[config.mk]
export PLATFORM = sky130hd
export DESIGN_NAME = crank_serial_line_decoder_core
export DESIGN_NICKNAME = d
export VERILOG_FILES = /design/src/design/csld_pkg.sv /design/src/design/csld_line.sv /design/src/design/crank_serial_line_decoder_core.sv
export SDC_FILE = /design/constraint.sdc
export NUM_CORES = 1
export LEC_CHECK = 0
export BUFFER_PORTS_ARGS = -buffer_cell sky130_fd_sc_hd__buf_2
export CORE_UTILIZATION = 49
export DETAILED_ROUTE_END_ITERATION = 8
export PLACE_DENSITY = 0.68
export SLEW_MARGIN = 20
export SYNTH_ARGS = -nofsm -noshare
export SYNTH_HDL_FRONTEND = slang
export SYNTH_SLANG_ARGS = --single-unit
[constraint.sdc]
create_clock -name i_clk -period 5.7 [get_ports i_clk]
set_clock_uncertainty 0.15 [all_clocks]
set_input_delay 0.285 -clock i_clk [delete_from_list [all_inputs] [get_ports i_clk]]
set_output_delay 0.285 -clock i_clk [all_outputs]
set_load 0.02 [all_outputs]
[src/design/csld_pkg.sv]
`timescale 1ns / 1ps
`default_nettype none

package csld_pkg;

    localparam int ANGLE_W  = 27;
    localparam int CHANGE_W = 28;

    localparam logic [7:0] CHAR_NEWLINE = 8'h0A;
    localparam logic [7:0] CHAR_ZERO    = 8'h30;
    localparam logic [7:0] CHAR_NINE    = 8'h39;
    localparam logic [7:0] CHAR_POINT   = 8'h2E;
    localparam logic [7:0] CHAR_LOWER_O = 8'h6F;
    localparam logic [7:0] CHAR_LOWER_U = 8'h75;
    localparam logic [7:0] CHAR_LOWER_T = 8'h74;
    localparam logic [7:0] CHAR_LOWER_I = 8'h69;
    localparam logic [7:0] CHAR_LOWER_N = 8'h6E;

    localparam logic [ANGLE_W-1:0] ANGLE_MAX = 27'd134217727;

    localparam logic signed [CHANGE_W-1:0] HALF_TURN = 28'sd180000;
    localparam logic signed [CHANGE_W-1:0] FULL_TURN = 28'sd360000;

    typedef enum logic [1:0] {
        EV_ANGLE    = 2'd0,
        EV_DOCKED   = 2'd1,
        EV_UNDOCKED = 2'd2
    } t_event_kind;

    typedef struct packed {
        logic                       valid;
        t_event_kind                kind;
        logic signed [CHANGE_W-1:0] change;
    } t_result;

endpackage

`default_nettype wire

[src/design/csld_line.sv]
`timescale 1ns / 1ps
`default_nettype none

// Line collector with a running angle parse. Each stored character advances
// the millidegree value by one step, so a newline only needs the wrap logic.
module csld_line
    import csld_pkg::*;
#(
    parameter int LINE_CHARS = 5
) (
    input  wire logic       i_clk,
    input  wire logic       i_rst_n,
    input  wire logic       i_load,
    input  wire logic [7:0] i_rx_byte,
    output t_result         o_result
);

    localparam int LEN_W = $clog2(LINE_CHARS + 1);

    typedef enum logic [2:0] {
        PH_WHOLE = 3'b001,
        PH_FRAC  = 3'b010,
        PH_DONE  = 3'b100
    } t_phase;

    logic [7:0]         r_head [3];
    logic [7:0]         n_head [3];
    logic [LEN_W-1:0]   r_len, n_len;
    logic [ANGLE_W-1:0] r_milli, n_milli;
    logic [1:0]         r_fcnt, n_fcnt;
    t_phase             r_phase, n_phase;
    logic [ANGLE_W-1:0] r_prev, n_prev;
    logic               r_prev_valid, n_prev_valid;

    logic                       is_newline;
    logic                       store;
    logic                       is_digit;
    logic [3:0]                 digit;
    logic [31:0]                whole_sum;
    logic [31:0]                frac_sum;
    logic [9:0]                 frac_scale;
    logic                       angle_line;
    logic signed [CHANGE_W-1:0] diff;
    logic signed [CHANGE_W-1:0] wrapped;

    assign is_newline = (i_rx_byte == CHAR_NEWLINE);
    assign store      = i_load && !is_newline && (r_len < LEN_W'(LINE_CHARS));
    assign is_digit   = (i_rx_byte >= CHAR_ZERO) && (i_rx_byte <= CHAR_NINE);
    assign digit      = 4'(i_rx_byte - CHAR_ZERO);

    // whole part: value * 10 + digit * 1000, clamped
    assign whole_sum = {2'd0, r_milli, 3'd0} + {4'd0, r_milli, 1'b0}
                     + 32'(digit) * 32'd1000;

    always_comb begin
        case (r_fcnt)
            2'd0:    frac_scale = 10'd100;
            2'd1:    frac_scale = 10'd10;
            default: frac_scale = 10'd1;
        endcase
    end

    assign frac_sum = 32'(r_milli) + 32'(digit) * 32'(frac_scale);

    always_comb begin
        n_milli = r_milli;
        n_fcnt  = r_fcnt;
        n_phase = r_phase;
        if (store) begin
            unique case (r_phase)
                PH_WHOLE: begin
                    if (is_digit) begin
                        n_milli = (whole_sum > 32'(ANGLE_MAX)) ? ANGLE_MAX
                                                               : whole_sum[ANGLE_W-1:0];
                    end else if (i_rx_byte == CHAR_POINT) begin
                        n_phase = PH_FRAC;
                    end else begin
                        n_phase = PH_DONE;
                    end
                end
                PH_FRAC: begin
                    if (is_digit) begin
                        if (r_fcnt != 2'd3) begin
                            n_milli = (frac_sum > 32'(ANGLE_MAX)) ? ANGLE_MAX
                                                                  : frac_sum[ANGLE_W-1:0];
                            n_fcnt  = r_fcnt + 2'd1;
                        end
                    end else begin
                        n_phase = PH_DONE;
                    end
                end
                PH_DONE: begin
                    n_phase = PH_DONE;
                end
                default: begin
                    n_phase = PH_DONE;
                end
            endcase
        end else if (i_load && is_newline) begin
            n_milli = '0;
            n_fcnt  = '0;
            n_phase = PH_WHOLE;
        end
    end

    always_comb begin
        n_len = r_len;
        for (int k = 0; k < 3; k++) begin
            n_head[k] = r_head[k];
        end
        if (store) begin
            n_len = r_len + LEN_W'(1);
            for (int k = 0; k < 3; k++) begin
                if (r_len == LEN_W'(k)) begin
                    n_head[k] = i_rx_byte;
                end
            end
        end else if (i_load && is_newline) begin
            n_len = '0;
            for (int k = 0; k < 3; k++) begin
                n_head[k] = '0;
            end
        end
    end

    // angle line: cleared store means a zero head byte, never a digit
    assign angle_line = (r_head[0] >= CHAR_ZERO) && (r_head[0] <= CHAR_NINE);

    assign diff = $signed({1'b0, r_milli}) - $signed({1'b0, r_prev});

    always_comb begin
        if (diff > HALF_TURN) begin
            wrapped = diff - FULL_TURN;
        end else if (diff < -HALF_TURN) begin
            wrapped = diff + FULL_TURN;
        end else begin
            wrapped = diff;
        end
    end

    always_comb begin
        n_prev       = r_prev;
        n_prev_valid = r_prev_valid;
        o_result     = '{valid: 1'b0, kind: EV_ANGLE, change: '0};
        if (i_load && is_newline) begin
            if (angle_line) begin
                n_prev       = r_milli;
                n_prev_valid = 1'b1;
                o_result     = '{valid: r_prev_valid && (wrapped != '0),
                                 kind: EV_ANGLE, change: wrapped};
            end else if (r_len == LEN_W'(4) && r_head[0] == CHAR_LOWER_O
                         && r_head[1] == CHAR_LOWER_U && r_head[2] == CHAR_LOWER_T) begin
                o_result = '{valid: 1'b1, kind: EV_DOCKED, change: '0};
            end else if (r_len == LEN_W'(3) && r_head[0] == CHAR_LOWER_I
                         && r_head[1] == CHAR_LOWER_N) begin
                o_result = '{valid: 1'b1, kind: EV_UNDOCKED, change: '0};
            end
        end
    end

    always_ff @(posedge i_clk) begin
        if (!i_rst_n) begin
            for (int k = 0; k < 3; k++) begin
                r_head[k] <= '0;
            end
            r_len        <= '0;
            r_milli      <= '0;
            r_fcnt       <= '0;
            r_phase      <= PH_WHOLE;
            r_prev       <= '0;
            r_prev_valid <= 1'b0;
        end else begin
            for (int k = 0; k < 3; k++) begin
                r_head[k] <= n_head[k];
            end
            r_len        <= n_len;
            r_milli      <= n_milli;
            r_fcnt       <= n_fcnt;
            r_phase      <= n_phase;
            r_prev       <= n_prev;
            r_prev_valid <= n_prev_valid;
        end
    end

endmodule

`default_nettype wire

[src/design/crank_serial_line_decoder_core.sv]
`timescale 1ns / 1ps
`default_nettype none

// Crank serial line decoder.
// Input channel (i_valid / o_stall / i_rx_byte): one received serial byte per
// transfer. Bytes up to a newline form a line of at most LINE_CHARS characters;
// extra characters are dropped.
// Output channel (o_valid / i_stall / o_event_kind / o_angle_change): at most
// one event per newline: an angle change in millidegrees (wrapped to +-180
// degrees, zero changes suppressed), crank docked, or crank undocked.
// Throughput: one byte per cycle while o_stall is low. The angle is
// accumulated as each character arrives, so a newline needs only one
// subtract and wrap before the result register. The event is registered into
// the result register, or the skid buffer while that register is still full.
// The result register is backed by a one-entry skid buffer: input keeps
// flowing while a result waits; o_stall rises only once both entries hold
// results, and drops when the receiver takes one.
// Reset (synchronous, active low) clears the line, the stored angle and its
// valid flag, and empties the output buffer.
module crank_serial_line_decoder_core
    import csld_pkg::*;
#(
    parameter int LINE_CHARS = 5
) (
    input  wire logic                       i_clk,
    input  wire logic                       i_rst_n,
    input  wire logic                       i_valid,
    output logic                            o_stall,
    input  wire logic [7:0]                 i_rx_byte,
    output logic                            o_valid,
    input  wire logic                       i_stall,
    output logic [1:0]                      o_event_kind,
    output logic signed [CHANGE_W-1:0]      o_angle_change
);

    logic    load;
    logic    take;
    t_result line_result;

    logic    r_out_valid;
    logic    r_skid_valid;
    t_result r_out;
    t_result r_skid;

    assign o_stall = r_skid_valid;
    assign load    = i_valid && !r_skid_valid;
    assign take    = r_out_valid && !i_stall;

    csld_line #(
        .LINE_CHARS (LINE_CHARS)
    ) u_line (
        .i_clk     (i_clk),
        .i_rst_n   (i_rst_n),
        .i_load    (load),
        .i_rx_byte (i_rx_byte),
        .o_result  (line_result)
    );

    always_ff @(posedge i_clk) begin
        if (!i_rst_n) begin
            r_out_valid  <= 1'b0;
            r_skid_valid <= 1'b0;
        end else if (r_skid_valid) begin
            if (take) begin
                r_skid_valid <= 1'b0;
            end
        end else if (line_result.valid) begin
            if (r_out_valid && !take) begin
                r_skid_valid <= 1'b1;
            end else begin
                r_out_valid <= 1'b1;
            end
        end else if (take) begin
            r_out_valid <= 1'b0;
        end
    end

    always_ff @(posedge i_clk) begin
        if (r_skid_valid) begin
            if (take) begin
                r_out <= r_skid;
            end
        end else if (load && line_result.valid) begin
            if (r_out_valid && !take) begin
                r_skid <= line_result;
            end else begin
                r_out <= line_result;
            end
        end
    end

    assign o_valid        = r_out_valid;
    assign o_event_kind   = r_out.kind;
    assign o_angle_change = r_out.change;

endmodule

`default_nettype wire
# Word-level counts from Yosys, hierarchy flattened
# Memory sizes are Yosys's and may differ from the RTL's.
# Cells that the tools add are included.
dict set report op_classes {
  n_mul 2
  bitwise_logic 4
  n_div 0
  n_mux 49
  addsub 9
  n_eq_ne 27
  magnitude_cmp 9
  reduce_logical 32
  shift 0
}
# operator n
set op_table {}
lappend op_table {{27-bit two-way mux} 7}
lappend op_table {{31-bit two-way mux} 4}
lappend op_table {{30-bit two-way mux} 4}
lappend op_table {{32-bit by 27-bit greater-than comparator with 1-bit output, second input constant} 2}
lappend op_table {{28-bit two-way mux} 2}
lappend op_table {{27-bit case mux with 2 select lines} 1}
lappend op_table {{24-bit two-way mux} 2}
lappend op_table {{8-bit two-way mux} 6}
lappend op_table {{8-bit by 7-bit == test with 1-bit output, second input constant} 5}
lappend op_table {{32-bit by 14-bit adder with 32-bit output} 1}
lappend op_table {{30-bit by 28-bit adder with 31-bit output} 1}
lappend op_table {{27-bit by 14-bit adder with 28-bit output} 1}
lappend op_table {{28-bit by 20-bit adder with 28-bit output, second input constant} 1}
lappend op_table {{28-bit by 19-bit greater-than comparator with 1-bit output, second input constant} 1}
lappend op_table {{28-bit by 19-bit < comparator with 1-bit output, second input constant} 1}
lappend op_table {{28-bit nonzero test} 1}
lappend op_table {{27-bit by 27-bit subtractor with 28-bit output} 1}
lappend op_table {{28-bit by 20-bit subtractor with 28-bit output, second input constant} 1}
lappend op_table {{3-bit two-way mux} 7}
lappend op_table {{3-bit != test, second input constant} 6}
lappend op_table {{8-bit by 6-bit greater-or-equal comparator with 1-bit output, second input constant} 2}
lappend op_table {{8-bit by 6-bit <= comparator with 1-bit output, second input constant} 2}
lappend op_table {{1-bit logical AND} 15}
lappend op_table {{2-bit != test, second input constant} 7}
lappend op_table {{other kinds (26)} 51}
dict set report totals {
  romBits 0
  word_cells 145
  out_inout_bits 32
  register_bits 125
  n_memories 1
  latch_bits 0
  mem_bits_rw 24
  input_bits 12
}
# name words word_bits rd rd_ports_with_merged_regs write_ports line
set memory_table {}
lappend memory_table {u_line.r_head 3 8 3 0 3 csld_line.sv:26} ;# logic [7:0] r_head [3];

# Depth between registers and ports, before layout
# Gate-level depths: netlist of run 1.
dict set report depth {
  ltp_word 11
  mapped_depth 25
  ltp_nobuf 23
}

# Cells and area by module
# A second synthesis of run 1 with hierarchy kept.
dict set report hier_totals {
  hier_cells 1476
  area_unflattened_um2 12645.9
}
# module area_per_inst_um2 cells_per_inst seq_area_each_um2 n_inst
set by_module_without_submodules {}
lappend by_module_without_submodules {csld_line 10229.8 1369 1741.7 1}
lappend by_module_without_submodules {crank_serial_line_decoder_core 2416.1 107 1841.8 1}

# Least setup slack after synthesis of run 1
# Ideal clock, no wire load.
dict set report synth_timing {
  kind {register to register}
  startpoint {register u_line.r_milli[0]}
  endpoint {register r_out, in the netlist o_angle_change[0] (enable)}
  period_less_slack_ns 6.152
  setup_slack_ns -0.452
  path_buffers 1
  arrival_ns 5.567
  t_required_ns 5.115
  stages_incl_launch_ff 19
  setup_time_ns 0.435
  path_cell_list {dfxtp_1 inv_1 ha_1 fa_1 nand2b_1 a21o_1 a31oi_2 o21ai_1 a221oi_2 nand3_1 or4_4 o21ai_2 buf_2 nor3_1 a31oi_1 xor2_1 and4_1 a41o_1 a31oi_1}
}
dict set report synth_via {
  elab_chain_cells 11
  elab_cells_between_ends 14
  classes_between {add/sub: 3; order compare: 2; mux: 4; reduce/logical: 5}
}
# item line
set synth_rtl {}
lappend synth_rtl {{start: declaration} csld_line.sv:29} ;# logic [ANGLE_W-1:0] r_milli, n_milli;
lappend synth_rtl {{start signal: assignment} csld_line.sv:177} ;# r_milli <= n_milli;
lappend synth_rtl {{27-bit by 27-bit subtractor with 28-bit output *} csld_line.sv:129} ;# assign diff = $signed({1'b0, r_milli}) - $signed({1'b0, r_prev});
lappend synth_rtl {{28-bit by 20-bit adder with 28-bit output / 28-bit by 19-bit < comparator with 1-bit output (equally long branches)} {csld_line.sv:135, csld_line.sv:134}}
lappend synth_rtl {{28-bit two-way mux} csld_line.sv:134} ;# end else if (diff < -HALF_TURN) begin
lappend synth_rtl {{28-bit two-way mux *} csld_line.sv:132} ;# if (diff > HALF_TURN) begin
lappend synth_rtl {{28-bit nonzero test *} csld_line.sv:149} ;# o_result = '{valid: r_prev_valid && (wrapped != '0),
lappend synth_rtl {{1-bit logical AND *} csld_line.sv:149}
lappend synth_rtl {{31-bit two-way mux *} csld_line.sv:146} ;# if (angle_line) begin
lappend synth_rtl {{31-bit two-way mux *} csld_line.sv:145} ;# if (i_load && is_newline) begin
lappend synth_rtl {{1-bit logical AND *} crank_serial_line_decoder_core.sv:83} ;# end else if (load && line_result.valid) begin
lappend synth_rtl {{2-bit nonzero test (no line) *} n/a}
lappend synth_rtl {{3-bit AND reduction (no line) *} n/a}
lappend synth_rtl {{end signal: assignment} crank_serial_line_decoder_core.sv:81} ;# r_out <= r_skid;
lappend synth_rtl {{end signal: assignment} crank_serial_line_decoder_core.sv:87} ;# r_out <= line_result;
lappend synth_rtl {{end: declaration} crank_serial_line_decoder_core.sv:42} ;# t_result r_out;
# Mark *: on every way between the ends. The rest lies on a longest branch, timed or not.
# A chain may end at the register's enable or synchronous reset.

# Worst setup path in the final report of run 1
dict set report layout_timing {
  startpoint {register u_line.r_milli[0]}
  endpoint {register r_out, in the netlist o_angle_change[11] (enable)}
}
# The elaborated chain is that of the path after synthesis.

==> impl_results.html, run 1 <==
<table>
<tr><th>Metric</th><th>Value</th></tr>
<tr><th colspan="2">Outcome</th></tr>
<tr><td>Outcome</td><td>complete, but fails checks</td></tr>
<tr><td>Failing checks</td><td>design-rule violations</td></tr>
<tr><th colspan="2">Hold path</th></tr>
<tr><td>Min-delay worst type</td><td>in2reg</td></tr>
<tr><th colspan="2">Drt</th></tr>
<tr><td>Average via count per standard cell</td><td>5.94</td></tr>
<tr><td>Uppermost routed layer</td><td>met4</td></tr>
<tr><td>Length of routed met3 wiring</td><td>around 1.4 mm</td></tr>
<tr><td>Iteration-0 DRC Markers</td><td>777</td></tr>
<tr><td>Antenna Violating Nets Remaining</td><td>0</td></tr>
<tr><td>Met2 wire len</td><td>~18 mm</td></tr>
<tr><td>Total Wirelength</td><td>roughly 36 mm</td></tr>
<tr><td>DRT Pass-1 Iters</td><td>7</td></tr>
<tr><td>Drc violations</td><td>5</td></tr>
<tr><td>Detailed-route wire length on metal 1</td><td>roughly 16 mm</td></tr>
<tr><td>Routed length per instance</td><td>roughly 18 um</td></tr>
<tr><td>Vias after detailed routing</td><td>approximately 12k</td></tr>
<tr><th colspan="2">Pwr</th></tr>
<tr><td>Sw Ratio</td><td>a little over two fifths</td></tr>
<tr><td>Internal portion of total power</td><td>0.00273 W</td></tr>
<tr><td>Peak supply drop</td><td>about 190 uV</td></tr>
<tr><td>Power Dens Cells</td><td>about 320 nW/um^2</td></tr>
<tr><td>Sequential fraction of design power</td><td>about a quarter</td></tr>
<tr><td>Power share of the combinational group</td><td>a little over half</td></tr>
<tr><td>Total leakage power</td><td>between 6 and 7 nW</td></tr>
<tr><td>Net switching power of the design</td><td>roughly 0.0021 W</td></tr>
<tr><td>Clk network pwr share</td><td>between 20% and 30%</td></tr>
<tr><th colspan="2">Floorplanning</th></tr>
<tr><td>Chip Height</td><td>between 150 and 200 um</td></tr>
<tr><td>Row Count</td><td>a little under 60</td></tr>
<tr><td>Full die area</td><td>roughly 28000 um^2</td></tr>
<tr><td>Starting density of the core</td><td>about half</td></tr>
<tr><td>Chip width</td><td>approximately 170 um</td></tr>
<tr><td>Area of the core</td><td>26300 um^2</td></tr>
<tr><td>Number of placed I/O pins</td><td>44</td></tr>
<tr><th colspan="2">Clock tree</th></tr>
<tr><td>Maximum clock path buffer count</td><td>2</td></tr>
<tr><td>TritonCTS Sinks</td><td>149</td></tr>
<tr><td>CTS tree</td><td>built</td></tr>
<tr><td>CTS HTree Levels</td><td>4</td></tr>
<tr><td>Worst-Skew Late Latency</td><td>440 ps</td></tr>
<tr><td>Cell at the root of the clock tree</td><td>clkbuf_16</td></tr>
<tr><td>Clock Pin Slew Worst Setup and Hold Paths</td><td>roughly 70 ps</td></tr>
<tr><td>Num CTS Buffers</td><td>17</td></tr>
<tr><th colspan="2">Timing</th></tr>
<tr><td>Tightest slew margin relative to the limit</td><td>roughly 56%</td></tr>
<tr><td>Post-layout minimum cycle time</td><td>between 5000 and 6000 ps</td></tr>
<tr><td>Worst setup slack after layout</td><td>219 ps</td></tr>
<tr><td>Worst-margin pin slew</td><td>around 660 ps</td></tr>
<tr><td>Maximum frequency from static timing analysis</td><td>around 180 MHz</td></tr>
<tr><td>Max-slew violation count</td><td>0</td></tr>
<tr><td>Number of hold-slack violations in the final timing report</td><td>0</td></tr>
<tr><td>Fin crit share</td><td>96.2%</td></tr>
<tr><td>Number of failing setup endpoints in the final timing report</td><td>0</td></tr>
<tr><th colspan="2">Finish</th></tr>
<tr><td>Design Area, Final</td><td>around 15000 um^2</td></tr>
<tr><td>Fill count</td><td>about 2.4k</td></tr>
<tr><td>Final #Nets</td><td>1871</td></tr>
<tr><td>Sequential standard cell area</td><td>3580 um^2</td></tr>
<tr><td>Cell Count, Final, Fillers Out</td><td>just over 2k</td></tr>
<tr><td>Combined area of the multi-input logic cells</td><td>between 9000 and 10000 um^2</td></tr>
<tr><td>Layout cells sized above 1</td><td>approximately 14%</td></tr>
<tr><td>Relative area change from synthesis to final layout</td><td>14.3%</td></tr>
<tr><td>Number of diodes added for antenna fixing</td><td>0</td></tr>
<tr><th colspan="2">Worst setup path</th></tr>
<tr><td>Data arrival time at the worst-slack endpoint</td><td>~5500 ps</td></tr>
<tr><td>Master of the slowest instance on the critical path</td><td>or4_4</td></tr>
<tr><td>Max FO, Critical Path</td><td>30</td></tr>
<tr><td>Cells along the critical path</td><td>inv_1 -&gt; ha_1 -&gt; fa_1 -&gt; nand2b_1 -&gt; a21o_1 -&gt; a31oi_2 -&gt; o21ai_1 -&gt; a221oi_2 -&gt; nand3_1 -&gt; or4_4 -&gt; o21ai_2 -&gt; buf_4 -&gt; nor3_1 -&gt; a221oi_1 -&gt; nor3_1 -&gt; a41o_1 -&gt; buf_4 -&gt; a31oi_4 -&gt; buf_12</td></tr>
<tr><td>Crit-path leading delay family</td><td>compound AO/OA/AOI/OAI gates</td></tr>
<tr><td>Nature of the critical path startpoint</td><td>flip-flop</td></tr>
<tr><td>Critical path buffer and inverter count</td><td>4</td></tr>
<tr><td>Slowest stage delay, CP</td><td>540 ps</td></tr>
<tr><td>Worst setup path category</td><td>reg2reg</td></tr>
<tr><td>Critical path data required time</td><td>approximately 5700 ps</td></tr>
<tr><td>Critical Path Sink Type</td><td>flip-flop</td></tr>
<tr><th colspan="2">Place</th></tr>
<tr><td>Post-placement setup slack</td><td>-90.5 ps</td></tr>
<tr><td>Number of cells in the design after placement</td><td>2028</td></tr>
<tr><td>Port bufs</td><td>43</td></tr>
<tr><td>Final HPWL DP</td><td>28.5 mm</td></tr>
<tr><td>Total cell area at the placement stage</td><td>between 10000 and 15000 um^2</td></tr>
<tr><td>Weighted congestion at the end of routability-driven global placement</td><td>about 0.95</td></tr>
<tr><th colspan="2">Global routing</th></tr>
<tr><td>Antenna violations before repair</td><td>0</td></tr>
<tr><td>Total GRT Usage</td><td>about a quarter</td></tr>
<tr><td>Via count of the first global-routing pass</td><td>between 10k and 15k</td></tr>
<tr><td>Global-route wire length before repair</td><td>roughly 60 mm</td></tr>
<tr><td>Total gr overflow</td><td>0</td></tr>
<tr><td>Maximum number of pins on one net before global-route repair</td><td>between 40 and 50</td></tr>
<tr><th colspan="2">Logic synthesis</th></tr>
<tr><td>Sequential element share of the synthesized area</td><td>a little over a quarter</td></tr>
<tr><td>Count of flip-flops with a built-in enable after synthesis</td><td>60</td></tr>
<tr><td>Post-synthesis area per instance</td><td>a little over 8 um^2</td></tr>
<tr><td>Top FF cell, synth</td><td>dfxtp_1</td></tr>
<tr><td>Cell taking the most area after synthesis</td><td>edfxtp_1</td></tr>
<tr><td>Synthesized netlist cell count</td><td>1614</td></tr>
<tr><td>Number of register bits inferred by synthesis</td><td>149</td></tr>
<tr><td>Leading post-synthesis cells by cell area</td><td>edfxtp_1 14%, dfxtp_1 13%, ha_1 12%</td></tr>
<tr><td>Area share of the largest cell type after synthesis</td><td>a little over an eighth</td></tr>
<tr><td>Synthesized netlist net count</td><td>between 1.5k and 2k</td></tr>
<tr><td>Asr flop ratio synth</td><td>0%</td></tr>
<tr><td>Cell variety after synth</td><td>about 110</td></tr>
<tr><td>Yosys warnings</td><td>0</td></tr>
<tr><td>Cell area after synthesis</td><td>13200 um^2</td></tr>
<tr><th colspan="2">Run</th></tr>
<tr><td>Max-cap violations</td><td>0</td></tr>
</table>
==> layout by cell type (no fill, tap or decap), types with 33 or more instances in the layout <==
cell type / count
buf_4: 91
nor2_1: 140
nand2_1: 179
a21o_1: 49
dfxtp_1: 89
inv_1: 113
a21oi_1: 122
o21ai_0: 58
ha_1: 123
and2_1: 33
xnor2_1: 58
buf_2: 43
edfxtp_1: 60
nor3_1: 35
nand3_1: 46
==> power groups by stage <==
stage                     registers (W)  clock network (W)  logic [W]
final                           0.00114            0.00114    0.00257
after global routing            0.00114            0.00120    0.00278
after CTS                       0.00114            0.00115    0.00247
after detailed placement        0.00116                  0    0.00245
after global placement          0.00116                  0    0.00243
after floorplan                 0.00117                  0    0.00172
==> tightest hold or removal path, stage by stage <==
cell,delay [ps]
buf_2,120
nand3_1,100
o31ai_1,70
==> through the flow <==
step	TNS [ps]	utilization [%]	total power [W]	hold WS, ps
2_1_floorplan	0	-	0.00289	286
5_1_grt	-85.6	57.5	0.00513	53.5
4_1_cts	0	57.0	0.00476	29.0
3_3_place_gp	0	54.8	0.00359	292
6_report	0	57.5	0.00485	42.4
3_5_place_dp	-428	54.8	0.00361	297
==> synthesized netlist by cell type (all sizes together), types with 37 or more instances <==
library cell / instances
nand2: 180
nor2: 140
a21oi: 131
ha: 124
inv: 115
dfxtp: 89
o21ai: 85
edfxtp: 60
xnor2: 60
a21o: 49
nand3: 46
clkbuf: 43
nor3: 37
==> final timing paths <==
| kind | from | end | slack (ps) | cells after the start |
|---|---|---|---|---|
| max | u_line.r_milli[0] | o_angle_change[11] | 220 | 19 |
| min | i_stall | o_stall | 40 | 3 |
| max reg2reg | u_line.r_milli[0] | o_angle_change[11] | 220 | 19 |
| min reg2reg | u_line.r_prev[25] | u_line.r_prev[25] | 300 | 2 |
==> state kept, by name, summed over array words and instances, names as in the netlist <==
register / flops
u_line.r_milli: 27
u_line.r_prev_valid: 1
o_stall: 1
u_line.r_len: 3
o_valid: 1
r_skid: 30
o_event_kind: 2
u_line.r_prev: 27
u_line.r_phase: 3
u_line.r_fcnt: 2
u_line.r_head: 24
o_angle_change: 28
==> per-layer routing <==
layer | vias up | global-route usage (%)
met3 | 80 | 2.98
met5 | - | 0
met1 | 5787 | 31.5
met4 | 0 | 11.8
li1 | 6072 | -
met2 | 330 | 48.4
==> logic make-up (layout without fill, tap and decap cells) <==
logic type | after synthesis | after routing | synth area share, %
DFF | 149 | 149 | 27.1
muxes | 29 | 29 | 2.20
and+or+nand+nor | 580 | 580 | 21.7
AOI/OAI and AO/OA | 460 | 460 | 23.9
xor gates and xnor gates | 87 | 87 | 5.87
buffers and inverters | 168 | 285 | 4.91
adders and majority gates | 141 | 141 | 14.3
==> repair_timing <==
action,CTS,global route
pin swaps,1,8
resized for setup,2,29
setup buffers,1,5
hold buffers,0,0
endpoints found under the setup margin,7,87
==> final cells by class <==
class                           instances  share of cell area [%]
Sequential cell                       149                    23.7
Multi-Input combinational cell       1297                    60.5
Timing Repair Buffer                  138                    6.41
Clock buffer                           17                    2.81
Inverter                              115                    2.85
Tap cell                              335                    2.77
Clock inverter                         15                   0.968
(Power assumes the default switching activity.)
==> run 2: changes to the inputs <==
--- a/config.mk
+++ b/config.mk
@@ -8,7 +8,7 @@
 export BUFFER_PORTS_ARGS = -buffer_cell sky130_fd_sc_hd__buf_2
 export CORE_UTILIZATION = 49
 export DETAILED_ROUTE_END_ITERATION = 8
-export PLACE_DENSITY = 0.68
+export PLACE_DENSITY = 0.73
 export SLEW_MARGIN = 20
 export SYNTH_ARGS = -nofsm -noshare
 export SYNTH_HDL_FRONTEND = slang
==> impl_results.html, run 2 (same netlist as run 1, synthesis figures left out) <==
<table>
<tr><th>Metric</th><th>Value</th></tr>
<tr><th colspan="2">Finish</th></tr>
<tr><td>Most common cell after layout, fill and taps aside</td><td>nand2_1</td></tr>
<tr><td>Register bank with the most flops</td><td>r_skid</td></tr>
<tr><td>Relative area change from synthesis to final layout</td><td>12.8%</td></tr>
<tr><td>Layout cells sized above 1</td><td>between 10% and 20%</td></tr>
<tr><td>Final #Nets</td><td>~1.8k</td></tr>
<tr><td>Number of diodes added for antenna fixing</td><td>0</td></tr>
<tr><td>Highest-count cells in the layout ignoring fill and taps</td><td>179 x nand2_1, 139 x nor2_1, 123 x ha_1</td></tr>
<tr><td>Cell Count, Final, Fillers Out</td><td>between 2k and 2.5k</td></tr>
<tr><td>Flip-flop count of the largest register after layout</td><td>30</td></tr>
<tr><td>Fill count</td><td>roughly 2.4k</td></tr>
<tr><th colspan="2">Timing</th></tr>
<tr><td>Tightest slew margin relative to the limit</td><td>between 30% and 40%</td></tr>
<tr><td>Post-layout minimum cycle time</td><td>~5500 ps</td></tr>
<tr><td>Max-slew violation count</td><td>0</td></tr>
<tr><td>Worst hold margin</td><td>~87 ps</td></tr>
<tr><td>Number of hold-slack violations in the final timing report</td><td>0</td></tr>
<tr><td>Fin crit share</td><td>between 90% and 100%</td></tr>
<tr><td>Number of failing setup endpoints in the final timing report</td><td>0</td></tr>
<tr><td>Worst-margin pin slew</td><td>982 ps</td></tr>
<tr><td>Maximum frequency from static timing analysis</td><td>around 180 MHz</td></tr>
<tr><th colspan="2">Global routing</th></tr>
<tr><td>Maximum number of pins on one net before global-route repair</td><td>64</td></tr>
<tr><td>Global-route wire length before repair</td><td>56.1 mm</td></tr>
<tr><td>Total gr overflow</td><td>0</td></tr>
<tr><td>Antenna violations before repair</td><td>0</td></tr>
<tr><td>Via count of the first global-routing pass</td><td>11.5k</td></tr>
<tr><td>Total GRT Usage</td><td>approximately a quarter</td></tr>
<tr><th colspan="2">Worst setup path</th></tr>
<tr><td>Nature of the critical path startpoint</td><td>flip-flop</td></tr>
<tr><td>Worst setup slack for register-to-register paths</td><td>between 150 and 200 ps</td></tr>
<tr><td>Critical Path Sink Type</td><td>flip-flop</td></tr>
<tr><td>End of the worst register-to-register path</td><td>u_line.r_milli[21]</td></tr>
<tr><td>Worst setup path category</td><td>reg2reg</td></tr>
<tr><td>Critical path data required time</td><td>5900 ps</td></tr>
<tr><td>Data arrival time at the worst-slack endpoint</td><td>approximately 5700 ps</td></tr>
<tr><td>Number of cells traversed by the worst register-to-register path</td><td>22</td></tr>
<tr><td>Worst R2R Start</td><td>u_line.r_fcnt[1]</td></tr>
<tr><td>Max FO, Critical Path</td><td>12</td></tr>
<tr><th colspan="2">Pwr</th></tr>
<tr><td>Net switching power of the design</td><td>between 0.002 and 0.0025 W</td></tr>
<tr><td>Peak supply drop</td><td>249 uV</td></tr>
<tr><td>Clk network pwr share</td><td>between 20 and 25%</td></tr>
<tr><td>Total leakage power</td><td>~6.5 nW</td></tr>
<tr><td>Sw Ratio</td><td>between 40% and 50%</td></tr>
<tr><td>Power share of the combinational group</td><td>51.7%</td></tr>
<tr><td>Sequential fraction of design power</td><td>24.0%</td></tr>
<tr><td>Internal portion of total power</td><td>0.00264 W</td></tr>
<tr><td>Power after layout</td><td>between 0.004 and 0.005 W</td></tr>
<tr><td>Power Dens Cells</td><td>around 320 nW/um^2</td></tr>
<tr><th colspan="2">Hold path</th></tr>
<tr><td>Endpoint of the worst hold-timing path</td><td>u_line.r_milli[14]</td></tr>
<tr><td>Critical hold path startpoint</td><td>i_rst_n</td></tr>
<tr><td>Count of cells along the worst hold path</td><td>3</td></tr>
<tr><td>Min-delay worst type</td><td>in2reg</td></tr>
<tr><th colspan="2">Floorplanning</th></tr>
<tr><td>Starting density of the core</td><td>50.3%</td></tr>
<tr><td>Row Count</td><td>between 50 and 60</td></tr>
<tr><td>Chip width</td><td>roughly 170 um</td></tr>
<tr><td>Number of placed I/O pins</td><td>44</td></tr>
<tr><td>Full die area</td><td>approximately 28000 um^2</td></tr>
<tr><td>Area of the core</td><td>26300 um^2</td></tr>
<tr><td>Chip Height</td><td>roughly 170 um</td></tr>
<tr><th colspan="2">Place</th></tr>
<tr><td>Final HPWL DP</td><td>between 20 and 30 mm</td></tr>
<tr><td>Number of cells in the design after placement</td><td>~2.0k</td></tr>
<tr><td>Port bufs</td><td>43</td></tr>
<tr><td>Weighted congestion at the end of routability-driven global placement</td><td>roughly 0.9</td></tr>
<tr><th colspan="2">Clock tree</th></tr>
<tr><td>Cell at the root of the clock tree</td><td>clkbuf_16</td></tr>
<tr><td>Num CTS Buffers</td><td>17</td></tr>
<tr><td>CTS tree</td><td>built</td></tr>
<tr><td>TritonCTS Sinks</td><td>149</td></tr>
<tr><td>Clock Pin Slew Worst Setup and Hold Paths</td><td>80 ps</td></tr>
<tr><td>Maximum clock path buffer count</td><td>2</td></tr>
<tr><td>CTS HTree Levels</td><td>4</td></tr>
<tr><td>Worst-Skew Late Latency</td><td>450 ps</td></tr>
<tr><th colspan="2">Drt</th></tr>
<tr><td>Average via count per standard cell</td><td>about 6</td></tr>
<tr><td>Drc violations</td><td>4</td></tr>
<tr><td>Total Wirelength</td><td>about 34 mm</td></tr>
<tr><td>Antenna Violating Nets Remaining</td><td>0</td></tr>
<tr><td>Routed length per instance</td><td>between 15 and 20 um</td></tr>
<tr><td>Vias after detailed routing</td><td>12.3k</td></tr>
<tr><td>DRT Pass-1 Iters</td><td>8</td></tr>
<tr><td>Iteration-0 DRC Markers</td><td>approximately 1.1k</td></tr>
<tr><th colspan="2">Outcome</th></tr>
<tr><td>Failing checks</td><td>design-rule violations</td></tr>
<tr><td>Outcome</td><td>complete, but fails checks</td></tr>
<tr><th colspan="2">Run</th></tr>
<tr><td>Max-cap violations</td><td>0</td></tr>
</table>
==> run 2: cell types whose count changed in the layout (fill, tap and decap cells not counted), sizes merged <==
cell and delta:
bufinv -1, inv -5, clkinvlp +1, buf -29, clkinv +5
==> run 2: repair_timing <==
item,4_1_cts,5_1_grt
gates resized for setup,5,27
hold buffers,0,0
pin swaps,1,9
endpoints found under the setup margin,10,87
buffers inserted,0,3
==> run 2: worst max-delay path: stages, from the launching register on <==
cell and delay (ps):
dfxtp_2 350, inv_1 90, ha_1 220, or3_1 380
fa_1 490, inv_1 50, fa_1 510, fa_2 430
a21o_1 180, a21oi_2 180, o21bai_1 100, a21oi_2 180
o21bai_1 80, a21oi_1 170, xnor2_1 100, ha_2 360
o21ai_0 100, or3_4 410, o21a_1 220, buf_4 190
a21oi_1 170, o21ai_0 110, a221oi_1 210
==> run 2: worst max path at each step <==
stage / start / endpoint / slack [ps] / cells after the start
2_1_floorplan: u_line.r_fcnt[0] / u_line.r_milli[22] / 10 / 23
3_3_place_gp: u_line.r_fcnt[0] / u_line.r_milli[20] / 100 / 22
3_5_place_dp: u_line.r_fcnt[0] / u_line.r_milli[22] / -50 / 22
4_1_cts: u_line.r_fcnt[1] / u_line.r_milli[21] / 10 / 22
5_1_grt: u_line.r_fcnt[1] / u_line.r_milli[20] / -30 / 22
6_report: u_line.r_fcnt[1] / u_line.r_milli[21] / 170 / 22
==> run 2: per-layer routing <==
metal | GRT usage (%) | part of all wire, % | up-vias | wire [um]
met2 | 41.8 | 47 | 376 | 16100
met4 | 9.78 | 2.8 | 0 | 966
li1 | - | - | 6027 | -
met1 | 32.2 | 46 | 5793 | 15900
met3 | 2.98 | 4.3 | 68 | 1500
met5 | 0 | 0 | - | 0
==> run 2: power groups by stage <==
stage / Sequential [W] / Combinational [W] / Clock, W
2_1_floorplan: 0.00117 / 0.00172 / 0
3_3_place_gp: 0.00116 / 0.00231 / 0
3_5_place_dp: 0.00116 / 0.00235 / 0
4_1_cts: 0.00114 / 0.00236 / 0.00116
5_1_grt: 0.00114 / 0.00266 / 0.00120
6_report: 0.00114 / 0.00245 / 0.00115
==> run 2: stage by stage <==
step	setup slack [ps]	utilization (%)	setup TNS [ps]	cell area, um^2
finish	167	56.8	0	14900
detailed placement	-47.3	54.0	-142	14200
floorplan	9.55	-	0	13200
global route	-34.1	56.8	-42.9	14900
CTS	10.6	56.4	0	14800
global placement	102	54.0	0	14200
==> run 2: layout make-up <==
| cell class | count | area, um^2 | share of cell area, % |
|---|---|---|---|
| timing repair buffer | 109 | 748 | 5.01 |
| sequential | 149 | 3590 | 24.0 |
| tap | 335 | 419 | 2.81 |
| clock buffer | 17 | 425 | 2.85 |
| multi-input combinational | 1297 | 9130 | 61.2 |
| clock inverter | 15 | 184 | 1.23 |
| inverter | 115 | 432 | 2.89 |
